`src/design/mer_pkg.sv`:
```
// ----------------------------------------------------------------------------
// mer_pkg - shared definitions for the midpoint ellipse rasteriser
// Command codes, mirror quadrant codes and fixed scale factors.
// ----------------------------------------------------------------------------
`timescale 1ns / 1ps

package mer_pkg;

   // command carried on the request tuser
   typedef enum logic [0:0] {
      CMD_START = 1'b0,
      CMD_STEP  = 1'b1
   } cmd_type;

   // mirror quadrant of an emitted pixel
   typedef logic [1:0] quad_type;

   localparam quad_type QUAD_NN = 2'd0;   // (-x,-y)
   localparam quad_type QUAD_NP = 2'd1;   // (-x,+y)
   localparam quad_type QUAD_PN = 2'd2;   // (+x,-y)
   localparam quad_type QUAD_PP = 2'd3;   // (+x,+y)

   // factor applied to (a2 - b2) at the region switch
   localparam int SWITCH_SCALE = 3;

endpackage

```
`src/design/midpoint_ellipse_raster.sv`:
```
// ----------------------------------------------------------------------------
// midpoint_ellipse_raster - integer midpoint ellipse rasteriser
// Start beat: set-up after acceptance, no response beats. Step beat: four
// response beats (one per cycle when not stalled), then an update on the
// single shared multiplier before the next request.
// Step after the ellipse has finished: one empty response beat.
// Synchronous active-high reset; the block then reports a finished ellipse.
// ----------------------------------------------------------------------------
`timescale 1ns / 1ps

module midpoint_ellipse_raster #(
   parameter int RADIUS_BITS = 11,
   parameter int COORD_BITS  = 16
) (
   input  logic             clock,
   input  logic             reset,
   // request channel
   input  logic             req_tvalid,
   output logic             req_tready,
   // center_x, center_y, radius_x, radius_y (lowest first), zero padded
   input  logic [8*((2*COORD_BITS+2*RADIUS_BITS+7)/8)-1:0] req_tdata,
   // command
   input  mer_pkg::cmd_type req_tuser,
   // response channel
   output logic             rsp_tvalid,
   input  logic             rsp_tready,
   // pixel_x, pixel_y (lowest first), zero padded
   output logic [8*((2*COORD_BITS+7)/8)-1:0] rsp_tdata,
   // quadrant, pixel_valid (lowest first)
   output logic [2:0]       rsp_tuser,
   // last_pixel
   output logic             rsp_tlast
);

   import mer_pkg::*;

   localparam int RB     = RADIUS_BITS;
   localparam int CB     = COORD_BITS;
   localparam int IN_W   = 2*CB + 2*RB;
   localparam int OUT_W  = 2*CB;
   localparam int OUT_DW = 8*((OUT_W+7)/8);
   localparam int SQ_W   = 2*RB;
   localparam int MA_W   = SQ_W + 1;
   localparam int OFF_W  = RB + 2;
   localparam int PROD_W = MA_W + OFF_W;
   localparam int DEC_W  = 4*RB + 4;
   localparam int SUM_W  = ((CB > OFF_W) ? CB : OFF_W) + 1;

   typedef enum logic [3:0] {
      S_IDLE,
      S_EMIT,
      S_EMPTY,
      S_ADVANCE,
      S_MUL_BX,
      S_MUL_AY,
      S_UPDATE,
      S_SQ_X,
      S_SQ_Y,
      S_AR,
      S_K3,
      S_K3_SAVE,
      S_SUM,
      S_SWITCH
   } state_type;

   // control state
   state_type state_ff, state_in;
   logic      rsp_tvalid_ff, rsp_tvalid_in;
   logic      region2_ff, region2_in;
   logic signed [OFF_W-1:0] offset_y_ff, offset_y_in;

   // payload and working registers
   logic signed [OFF_W-1:0]  offset_x_ff, offset_x_in;
   logic signed [CB-1:0]     cx_ff, cx_in, cy_ff, cy_in;
   logic [RB-1:0]            rx_ff, rx_in, ry_ff, ry_in;
   logic [SQ_W-1:0]          a2_ff, a2_in, b2_ff, b2_in;
   logic signed [DEC_W-1:0]  decision_ff, decision_in;
   logic signed [PROD_W-1:0] prod_ff, prod_in;
   logic signed [PROD_W-1:0] p_bx_ff, p_bx_in, p_ay_ff, p_ay_in;
   logic signed [PROD_W-1:0] k3_ff, k3_in;
   logic signed [PROD_W:0]   sum_ff, sum_in;
   logic                     due_ff, due_in;
   logic                     diag_ff, diag_in;
   quad_type                 quad_ff, quad_in;
   logic [OUT_DW-1:0]        rsp_tdata_ff, rsp_tdata_in;
   logic [2:0]               rsp_tuser_ff, rsp_tuser_in;
   logic                     rsp_tlast_ff, rsp_tlast_in;

   // shared multiplier
   logic signed [MA_W-1:0]   mul_a;
   logic signed [OFF_W-1:0]  mul_b;
   logic signed [PROD_W-1:0] mul_p;

   // beat building
   quad_type                 bq;
   logic signed [SUM_W-1:0]  x_ext, y_ext, cx_ext, cy_ext, px_sum, py_sum;
   logic                     px_fits, py_fits;
   logic [CB-1:0]            px_sat, py_sat;
   logic                     dec_le0, diag_now, x_steps, y_steps, final_step;

   // decision-width operands
   logic [DEC_W-1:0] a2_dec, b2_dec, prod_dec, k3_dec, sum_dec;
   logic [DEC_W-1:0] p1_sel_dec, p2_sel_dec, diff_dec, step_c_dec;

   // request fields
   logic signed [CB-1:0] req_cx, req_cy;
   logic [RB-1:0]        req_rx, req_ry;

   assign req_cx = req_tdata[CB-1:0];
   assign req_cy = req_tdata[2*CB-1:CB];
   assign req_rx = req_tdata[2*CB+RB-1:2*CB];
   assign req_ry = req_tdata[IN_W-1:2*CB+RB];

   assign req_tready = (state_ff == S_IDLE) && !reset;
   assign rsp_tvalid = rsp_tvalid_ff;
   assign rsp_tdata  = rsp_tdata_ff;
   assign rsp_tuser  = rsp_tuser_ff;
   assign rsp_tlast  = rsp_tlast_ff;

   // operand select for the multiplier
   always_comb begin
      mul_a = '0;
      mul_b = '0;
      unique case (state_ff)
         S_SQ_X: begin
            mul_a = $signed({{(MA_W-RB){1'b0}}, rx_ff});
            mul_b = $signed({2'b00, rx_ff});
         end
         S_SQ_Y: begin
            mul_a = $signed({{(MA_W-RB){1'b0}}, ry_ff});
            mul_b = $signed({2'b00, ry_ff});
         end
         S_AR: begin
            mul_a = $signed({1'b0, a2_ff});
            mul_b = $signed({2'b00, ry_ff});
         end
         S_K3: begin
            mul_a = $signed({1'b0, a2_ff}) - $signed({1'b0, b2_ff});
            mul_b = OFF_W'(SWITCH_SCALE);
         end
         S_MUL_BX: begin
            mul_a = $signed({1'b0, b2_ff});
            mul_b = offset_x_ff;
         end
         S_MUL_AY: begin
            mul_a = $signed({1'b0, a2_ff});
            mul_b = offset_y_ff;
         end
         default: begin
            mul_a = '0;
            mul_b = '0;
         end
      endcase
   end

   assign mul_p = mul_a * mul_b;

   // step direction from the current decision
   assign dec_le0    = decision_ff[DEC_W-1] | ~|decision_ff;
   assign diag_now   = region2_ff ? dec_le0 : ~dec_le0;
   assign x_steps    = ~region2_ff | diag_now;
   assign y_steps    = region2_ff | diag_now;
   assign final_step = y_steps && (offset_y_ff == '0);

   // mirrored pixel of the next beat, saturated to the coordinate range
   assign bq     = (state_ff == S_IDLE) ? QUAD_NN : quad_type'(quad_ff + 2'd1);
   assign x_ext  = {{(SUM_W-OFF_W){offset_x_ff[OFF_W-1]}}, offset_x_ff};
   assign y_ext  = {{(SUM_W-OFF_W){offset_y_ff[OFF_W-1]}}, offset_y_ff};
   assign cx_ext = {{(SUM_W-CB){cx_ff[CB-1]}}, cx_ff};
   assign cy_ext = {{(SUM_W-CB){cy_ff[CB-1]}}, cy_ff};
   assign px_sum = cx_ext + (bq[1] ? x_ext : -x_ext);
   assign py_sum = cy_ext + (bq[0] ? y_ext : -y_ext);
   assign px_fits = (&px_sum[SUM_W-1:CB-1]) | ~|px_sum[SUM_W-1:CB-1];
   assign py_fits = (&py_sum[SUM_W-1:CB-1]) | ~|py_sum[SUM_W-1:CB-1];
   assign px_sat = px_fits ? px_sum[CB-1:0]
                           : {px_sum[SUM_W-1], {(CB-1){~px_sum[SUM_W-1]}}};
   assign py_sat = py_fits ? py_sum[CB-1:0]
                           : {py_sum[SUM_W-1], {(CB-1){~py_sum[SUM_W-1]}}};

   // operands widened to the decision width
   assign a2_dec     = {{(DEC_W-SQ_W){1'b0}}, a2_ff};
   assign b2_dec     = {{(DEC_W-SQ_W){1'b0}}, b2_ff};
   assign prod_dec   = {{(DEC_W-PROD_W){prod_ff[PROD_W-1]}}, prod_ff};
   assign k3_dec     = {{(DEC_W-PROD_W){k3_ff[PROD_W-1]}}, k3_ff};
   assign sum_dec    = {{(DEC_W-PROD_W-1){sum_ff[PROD_W]}}, sum_ff};
   assign p1_sel_dec = (~region2_ff | diag_ff)
                       ? {{(DEC_W-PROD_W){p_bx_ff[PROD_W-1]}}, p_bx_ff} : '0;
   assign p2_sel_dec = (region2_ff | diag_ff) ? prod_dec : '0;
   assign diff_dec   = p1_sel_dec - p2_sel_dec;
   assign step_c_dec = region2_ff ? a2_dec : b2_dec;

   // sequencer next state
   always_comb begin
      state_in      = state_ff;
      rsp_tvalid_in = rsp_tvalid_ff;
      region2_in    = region2_ff;
      offset_y_in   = offset_y_ff;
      offset_x_in   = offset_x_ff;
      cx_in         = cx_ff;
      cy_in         = cy_ff;
      rx_in         = rx_ff;
      ry_in         = ry_ff;
      a2_in         = a2_ff;
      b2_in         = b2_ff;
      decision_in   = decision_ff;
      prod_in       = mul_p;
      p_bx_in       = p_bx_ff;
      p_ay_in       = p_ay_ff;
      k3_in         = k3_ff;
      sum_in        = sum_ff;
      due_in        = due_ff;
      diag_in       = diag_ff;
      quad_in       = quad_ff;
      rsp_tdata_in  = rsp_tdata_ff;
      rsp_tuser_in  = rsp_tuser_ff;
      rsp_tlast_in  = rsp_tlast_ff;

      unique case (state_ff)
         S_IDLE: begin
            if (req_tvalid) begin
               if (req_tuser == CMD_START) begin
                  cx_in    = req_cx;
                  cy_in    = req_cy;
                  rx_in    = req_rx;
                  ry_in    = req_ry;
                  state_in = S_SQ_X;
               end else if (offset_y_ff[OFF_W-1]) begin
                  // finished ellipse: one empty beat
                  rsp_tdata_in  = '0;
                  rsp_tuser_in  = '0;
                  rsp_tlast_in  = 1'b0;
                  rsp_tvalid_in = 1'b1;
                  state_in      = S_EMPTY;
               end else begin
                  rsp_tdata_in  = {{(OUT_DW-OUT_W){1'b0}}, py_sat, px_sat};
                  rsp_tuser_in  = {1'b1, bq};
                  rsp_tlast_in  = 1'b0;
                  rsp_tvalid_in = 1'b1;
                  quad_in       = bq;
                  state_in      = S_EMIT;
               end
            end
         end
         S_EMIT: begin
            if (rsp_tready) begin
               if (quad_ff == QUAD_PP) begin
                  rsp_tvalid_in = 1'b0;
                  state_in      = S_ADVANCE;
               end else begin
                  rsp_tdata_in = {{(OUT_DW-OUT_W){1'b0}}, py_sat, px_sat};
                  rsp_tuser_in = {1'b1, bq};
                  rsp_tlast_in = (bq == QUAD_PP) && final_step;
                  quad_in      = bq;
               end
            end
         end
         S_EMPTY: begin
            if (rsp_tready) begin
               rsp_tvalid_in = 1'b0;
               state_in      = S_IDLE;
            end
         end
         // move the offsets, remember which branch was taken
         S_ADVANCE: begin
            diag_in     = diag_now;
            offset_x_in = offset_x_ff + (x_steps ? OFF_W'(1) : OFF_W'(0));
            offset_y_in = offset_y_ff - (y_steps ? OFF_W'(1) : OFF_W'(0));
            state_in    = S_MUL_BX;
         end
         S_MUL_BX: begin
            state_in = S_MUL_AY;
         end
         S_MUL_AY: begin
            p_bx_in  = prod_ff;
            state_in = S_UPDATE;
         end
         // decision += 8*(selected b2*x - selected a2*y) + 4*(a2 or b2)
         S_UPDATE: begin
            p_ay_in     = prod_ff;
            decision_in = decision_ff + {diff_dec[DEC_W-4:0], 3'b000}
                          + {step_c_dec[DEC_W-3:0], 2'b00};
            state_in    = S_SUM;
         end
         S_SQ_X: begin
            state_in = S_SQ_Y;
         end
         S_SQ_Y: begin
            a2_in    = prod_ff[SQ_W-1:0];
            state_in = S_AR;
         end
         S_AR: begin
            b2_in    = prod_ff[SQ_W-1:0];
            state_in = S_K3;
         end
         // initial decision a2 + 4*(b2 - a2*ry), offsets at the top
         S_K3: begin
            p_ay_in     = prod_ff;
            p_bx_in     = '0;
            offset_x_in = '0;
            offset_y_in = {2'b00, ry_ff};
            decision_in = a2_dec + {b2_dec[DEC_W-3:0], 2'b00}
                          - {prod_dec[DEC_W-3:0], 2'b00};
            region2_in  = 1'b0;
            state_in    = S_K3_SAVE;
         end
         S_K3_SAVE: begin
            k3_in    = prod_ff;
            state_in = S_SUM;
         end
         // region test a2*y - b2*x <= 0
         S_SUM: begin
            sum_in   = {p_bx_ff[PROD_W-1], p_bx_ff} + {p_ay_ff[PROD_W-1], p_ay_ff};
            due_in   = ~region2_ff && (p_ay_ff <= p_bx_ff);
            state_in = S_SWITCH;
         end
         S_SWITCH: begin
            if (due_ff) begin
               decision_in = decision_ff + k3_dec - {sum_dec[DEC_W-3:0], 2'b00};
               region2_in  = 1'b1;
            end
            state_in = S_IDLE;
         end
         default: begin
            state_in = S_IDLE;
         end
      endcase
   end

   // state and registered outputs
   always_ff @(posedge clock) begin
      if (reset) begin
         state_ff      <= S_IDLE;
         rsp_tvalid_ff <= 1'b0;
         region2_ff    <= 1'b0;
         offset_y_ff   <= '1;
      end else begin
         state_ff      <= state_in;
         rsp_tvalid_ff <= rsp_tvalid_in;
         region2_ff    <= region2_in;
         offset_y_ff   <= offset_y_in;
      end
      offset_x_ff  <= offset_x_in;
      cx_ff        <= cx_in;
      cy_ff        <= cy_in;
      rx_ff        <= rx_in;
      ry_ff        <= ry_in;
      a2_ff        <= a2_in;
      b2_ff        <= b2_in;
      decision_ff  <= decision_in;
      prod_ff      <= prod_in;
      p_bx_ff      <= p_bx_in;
      p_ay_ff      <= p_ay_in;
      k3_ff        <= k3_in;
      sum_ff       <= sum_in;
      due_ff       <= due_in;
      diag_ff      <= diag_in;
      quad_ff      <= quad_in;
      rsp_tdata_ff <= rsp_tdata_in;
      rsp_tuser_ff <= rsp_tuser_in;
      rsp_tlast_ff <= rsp_tlast_in;
   end

`ifndef SYNTHESIS
   // no request is taken while a beat is still pending
   assert property (@(posedge clock) disable iff (reset)
      req_tready |-> !rsp_tvalid)
      else $error("request accepted with a response beat pending");

   // the end mark only rides on a valid (+x,+y) pixel
   assert property (@(posedge clock) disable iff (reset)
      rsp_tvalid && rsp_tlast |-> rsp_tuser[2] && (rsp_tuser[1:0] == QUAD_PP))
      else $error("last pixel on the wrong beat");

   // pixel beats of one step come in quadrant order
   assert property (@(posedge clock) disable iff (reset)
      rsp_tvalid && rsp_tready && rsp_tuser[2] && (rsp_tuser[1:0] != QUAD_PP)
      |=> rsp_tvalid && (rsp_tuser[1:0] == quad_type'($past(rsp_tuser[1:0]) + 2'd1)))
      else $error("quadrant sequence broken");

   // second region is only left by a new start
   assert property (@(posedge clock) disable iff (reset)
      !$past(reset) && $fell(region2_ff) |-> $past(state_ff) == S_K3)
      else $error("region flag cleared outside start");

   // x offset stays non-negative while drawing
   assert property (@(posedge clock) disable iff (reset)
      !offset_y_ff[OFF_W-1] && (state_ff == S_EMIT) |-> !offset_x_ff[OFF_W-1])
      else $error("negative x offset while drawing");
`endif

endmodule
```
`config.mk`:
```
export PLATFORM = sky130hd
export DESIGN_NAME = midpoint_ellipse_raster
export DESIGN_NICKNAME = d
export VERILOG_FILES = /design/src/design/mer_pkg.sv /design/src/design/midpoint_ellipse_raster.sv
export SDC_FILE = /design/constraint.sdc
export NUM_CORES = 2
export LEC_CHECK = 0
export BUFFER_PORTS_ARGS = -buffer_cell sky130_fd_sc_hd__buf_2
export CORE_UTILIZATION = 45
export DETAILED_ROUTE_END_ITERATION = 16
export GPL_TIMING_DRIVEN = 0
export PLACE_DENSITY = 0.59
export SLEW_MARGIN = 20
export SYNTH_ARGS = -nofsm -noshare
export SYNTH_HDL_FRONTEND = slang
export SYNTH_SLANG_ARGS = --single-unit
```
`constraint.sdc`:
```
create_clock -name clock -period 12.7 [get_ports clock]
set_input_delay 1.905 -clock clock [delete_from_list [all_inputs] [get_ports clock]]
set_output_delay 1.905 -clock clock [all_outputs]
set_load 0.03 [all_outputs]
```
==> qor.yml <==
dpl_cell_area_um2: 44500
cts_made_buffers: 49
dp_slack_ns: 2.57
power_frac_clock_pct: 16.4
final_hold_viol_count: 0
fill_cells: 8664
multiInputGateArea_um2: 27900
dp_hpwl_mm: 103
synth_top_area_share_pct: 24.6
path_delay_family: "adder cells"
fp.dieH_um: 308
antennaDiodeCount: 0
cp_max_fo: 10
fin_nets: 5488
maxCapViolations: 0
io_buffers: 95
hold_path.class: "flip-flop to flip-flop"
tns_ns: 0
synth-warning-count: 0
postCtsSetupBuffers: 0
power_density_nw_per_um2: 188
avgViaCountPerCell: 5.58
drtIter0Drc: 2709
core_um2: 92100
slew_headroom_pct: 19.1
ys.flop_type: "edfxtp_1"
gr-total-overflow: 0
tritoncts: "built"
worst-path-buf-inv: 6
initial_core_util_pct: 45.7
ant_nets: 0
cpPeakStageDelay_ns: 0.76
path_clk_slew_ns: 0.06
grtUsageTotal_pct: 26.9
wire_per_inst_um: 21.2
synth_simple_gate_area_share_pct: 13.9
min_period_over_period_pct: 81.0
drt-total-wl_mm: 126
synth_xor_area_share_pct: 6.39
fin_area_um2: 46100
cts.sinks: 399
cp.arrival_ns: 10.82
first_global_vias: 32700
io_pins: 99
die_w_um: 308
syn2layout_area_growth_pct: 9.60
fin_crit_ns: 10.29
grt_pass1_wl_mm: 193
drv_slew: 0
fmax_mhz: 97.2
status: "completed"
synth_seq_area_share_pct: 27.2
worst_pin_slew_ns: 1.21
htreeDepth: 2
ctsResizeCount: 0
muxShareOfSynthArea_pct: 0.672
vias: 33200
synth_largest_area_cell: "edfxtp_1"
synth_compound_area_share_pct: 16.0
synthAdderAreaFrac_pct: 28.9
crit_top_cell: "fa_1"
drive_above_1_share_pct: 6.44
swShare_pct: 46.2
ys_types: 106
p_int_uw: 4680
syn_avg_cell_area_um2: 9.38
critPathKind: "flip-flop to flip-flop"
cts_root_buf: "clkbuf_16"
num_rows: 111
antenna_found_initial: 0
combPwrFrac_pct: 61.3
synth_seq_cells: 399
p_leak_uw: 0.0205
yosysMostFrequentCell: "inv_1"
seq_area_um2: 11400
yosys-top-cells-area: "edfxtp_1 (25%), fa_1 (17%), ha_1 (12%)"
rsz0062_at_grt: "false"
total_power_uw: 8680
cpMaxStageDelayCell: "buf_1"
end_kind: "flip-flop"
drc: 0
first_pass_iters: 6
synth_top_family_by_area: "adder cells"
critPathLaunchType: "flip-flop"
clockBufferDepth: 3
globalplace.congestion: 0.968
fin_skew_ns: 0.0527
hold_buffers: 0
dieArea_um2: 94700
worstPathRequired_ns: 13.23
synth_area_um2: 42100
vdd_drop_max_mv: 0.160
p_seq_share_pct: 22.3
setup_viol: 0
ys_top_cells_by_count: "inv_1 (634), ha_1 (416), nand2_1 (362), nor2_1 (362), fa_1 (347)"
power_switching_uw: 4010
clkLatencyLatePin_ns: 0.64
grt_max_degree: 41
async_flop_share_pct: 0
synth_edf_count: 344
netlist_instances: 4484
postLayoutSetupSlackWorst_ns: 2.41
per-layer routing:
layer	wire [µm]	GRT usage (%)	part of all wire, %
met5	0	0	0
met4	4670	9.67	3.7
met3	9370	4.27	7.4
met2	54000	40.8	43
met1	58100	38.5	46
per-stage QoR:
step	instances	util, %	hold slack, ns
final	5947	50.0	0.527
after global routing	5947	50.0	0.558
after CTS	5947	50.0	0.525
after detailed placement	5856	48.3	0.510
after global placement	5840	47.9	0.495
after floorplan	4502	-	0.447
kinds of logic after synthesis:
kind of cell             count (synthesis)
other                                    2
flip-flops                             399
XOR/XNOR                               304
multiplexers                            28
AND/OR/NAND/NOR                       1221
AO/OA/AOI/OAI                         1003
buffers and inverters                  764
adder cells (fa/ha/maj)                763
power by group through the flow:
stage | Clock (µW) | Combinational [µW] | Sequential [µW]
2_1_floorplan | 0 | 3810 | 1940
3_3_place_gp | 0 | 5150 | 1970
3_5_place_dp | 0 | 5220 | 1950
4_1_cts | 1450 | 5260 | 1930
5_1_grt | 1490 | 5920 | 1950
6_report | 1430 | 5320 | 1940
final timing paths:
kind,startpoint,to,slack [ns],depth (start not counted)
hold reg to reg,rsp_tvalid$_SDFFE_PP0P_,rsp_tvalid$_SDFFE_PP0P_,0.53,2
setup / recovery,state_ff[3]$_SDFFE_PP0P_,prod_ff[34]$_DFF_P_,2.41,28
setup reg to reg,state_ff[3]$_SDFFE_PP0P_,prod_ff[34]$_DFF_P_,2.41,28
hold / removal,rsp_tvalid$_SDFFE_PP0P_,rsp_tvalid$_SDFFE_PP0P_,0.53,2
tightest hold or removal path: stages, from the launching register on:
cell,delay (ns)
dfxtp_1,0.34
a21oi_1,0.07
nor2_1,0.07
layout by cell type (no fill, tap or decap), types with 47 or more instances in the layout:
master / count
nor2_1: 359
xor2_1: 134
and2_1: 85
a21o_1: 130
clkbuf_16: 50
nand2b_1: 60
a22oi_1: 47
inv_1: 634
ha_1: 416
o21ai_0: 163
nand3_1: 58
nor2b_1: 53
clkbuf_1: 114
nor3_1: 58
buf_2: 102
fa_1: 347
nand2_1: 362
dfxtp_1: 55
xnor2_1: 168
edfxtp_1: 344
a21oi_1: 277
registers in the layout, indices dropped and copies added (netlist names), 16 cells and up, named ones only:
register	count
p_ay_ff	36
a2_ff	22
decision_ff	46
cx_ff	16
prod_ff	36
rsp_tdata	32
cy_ff	16
sum_ff	37
b2_ff	22
p_bx_ff	36
k3_ff	36
area by class of cell:
cell class | count | area share [%]
plain buffers | 128 | 1.13
clock buffers | 61 | 2.83
clock inverters | 30 | 0.657
inverters | 636 | 5.18
multi-input cells | 3339 | 60.5
flip-flops and latches | 399 | 24.8
well taps | 1243 | 3.37
repair buffers | 111 | 1.54
No activity file was read; power rests on OpenSTA's default activity.
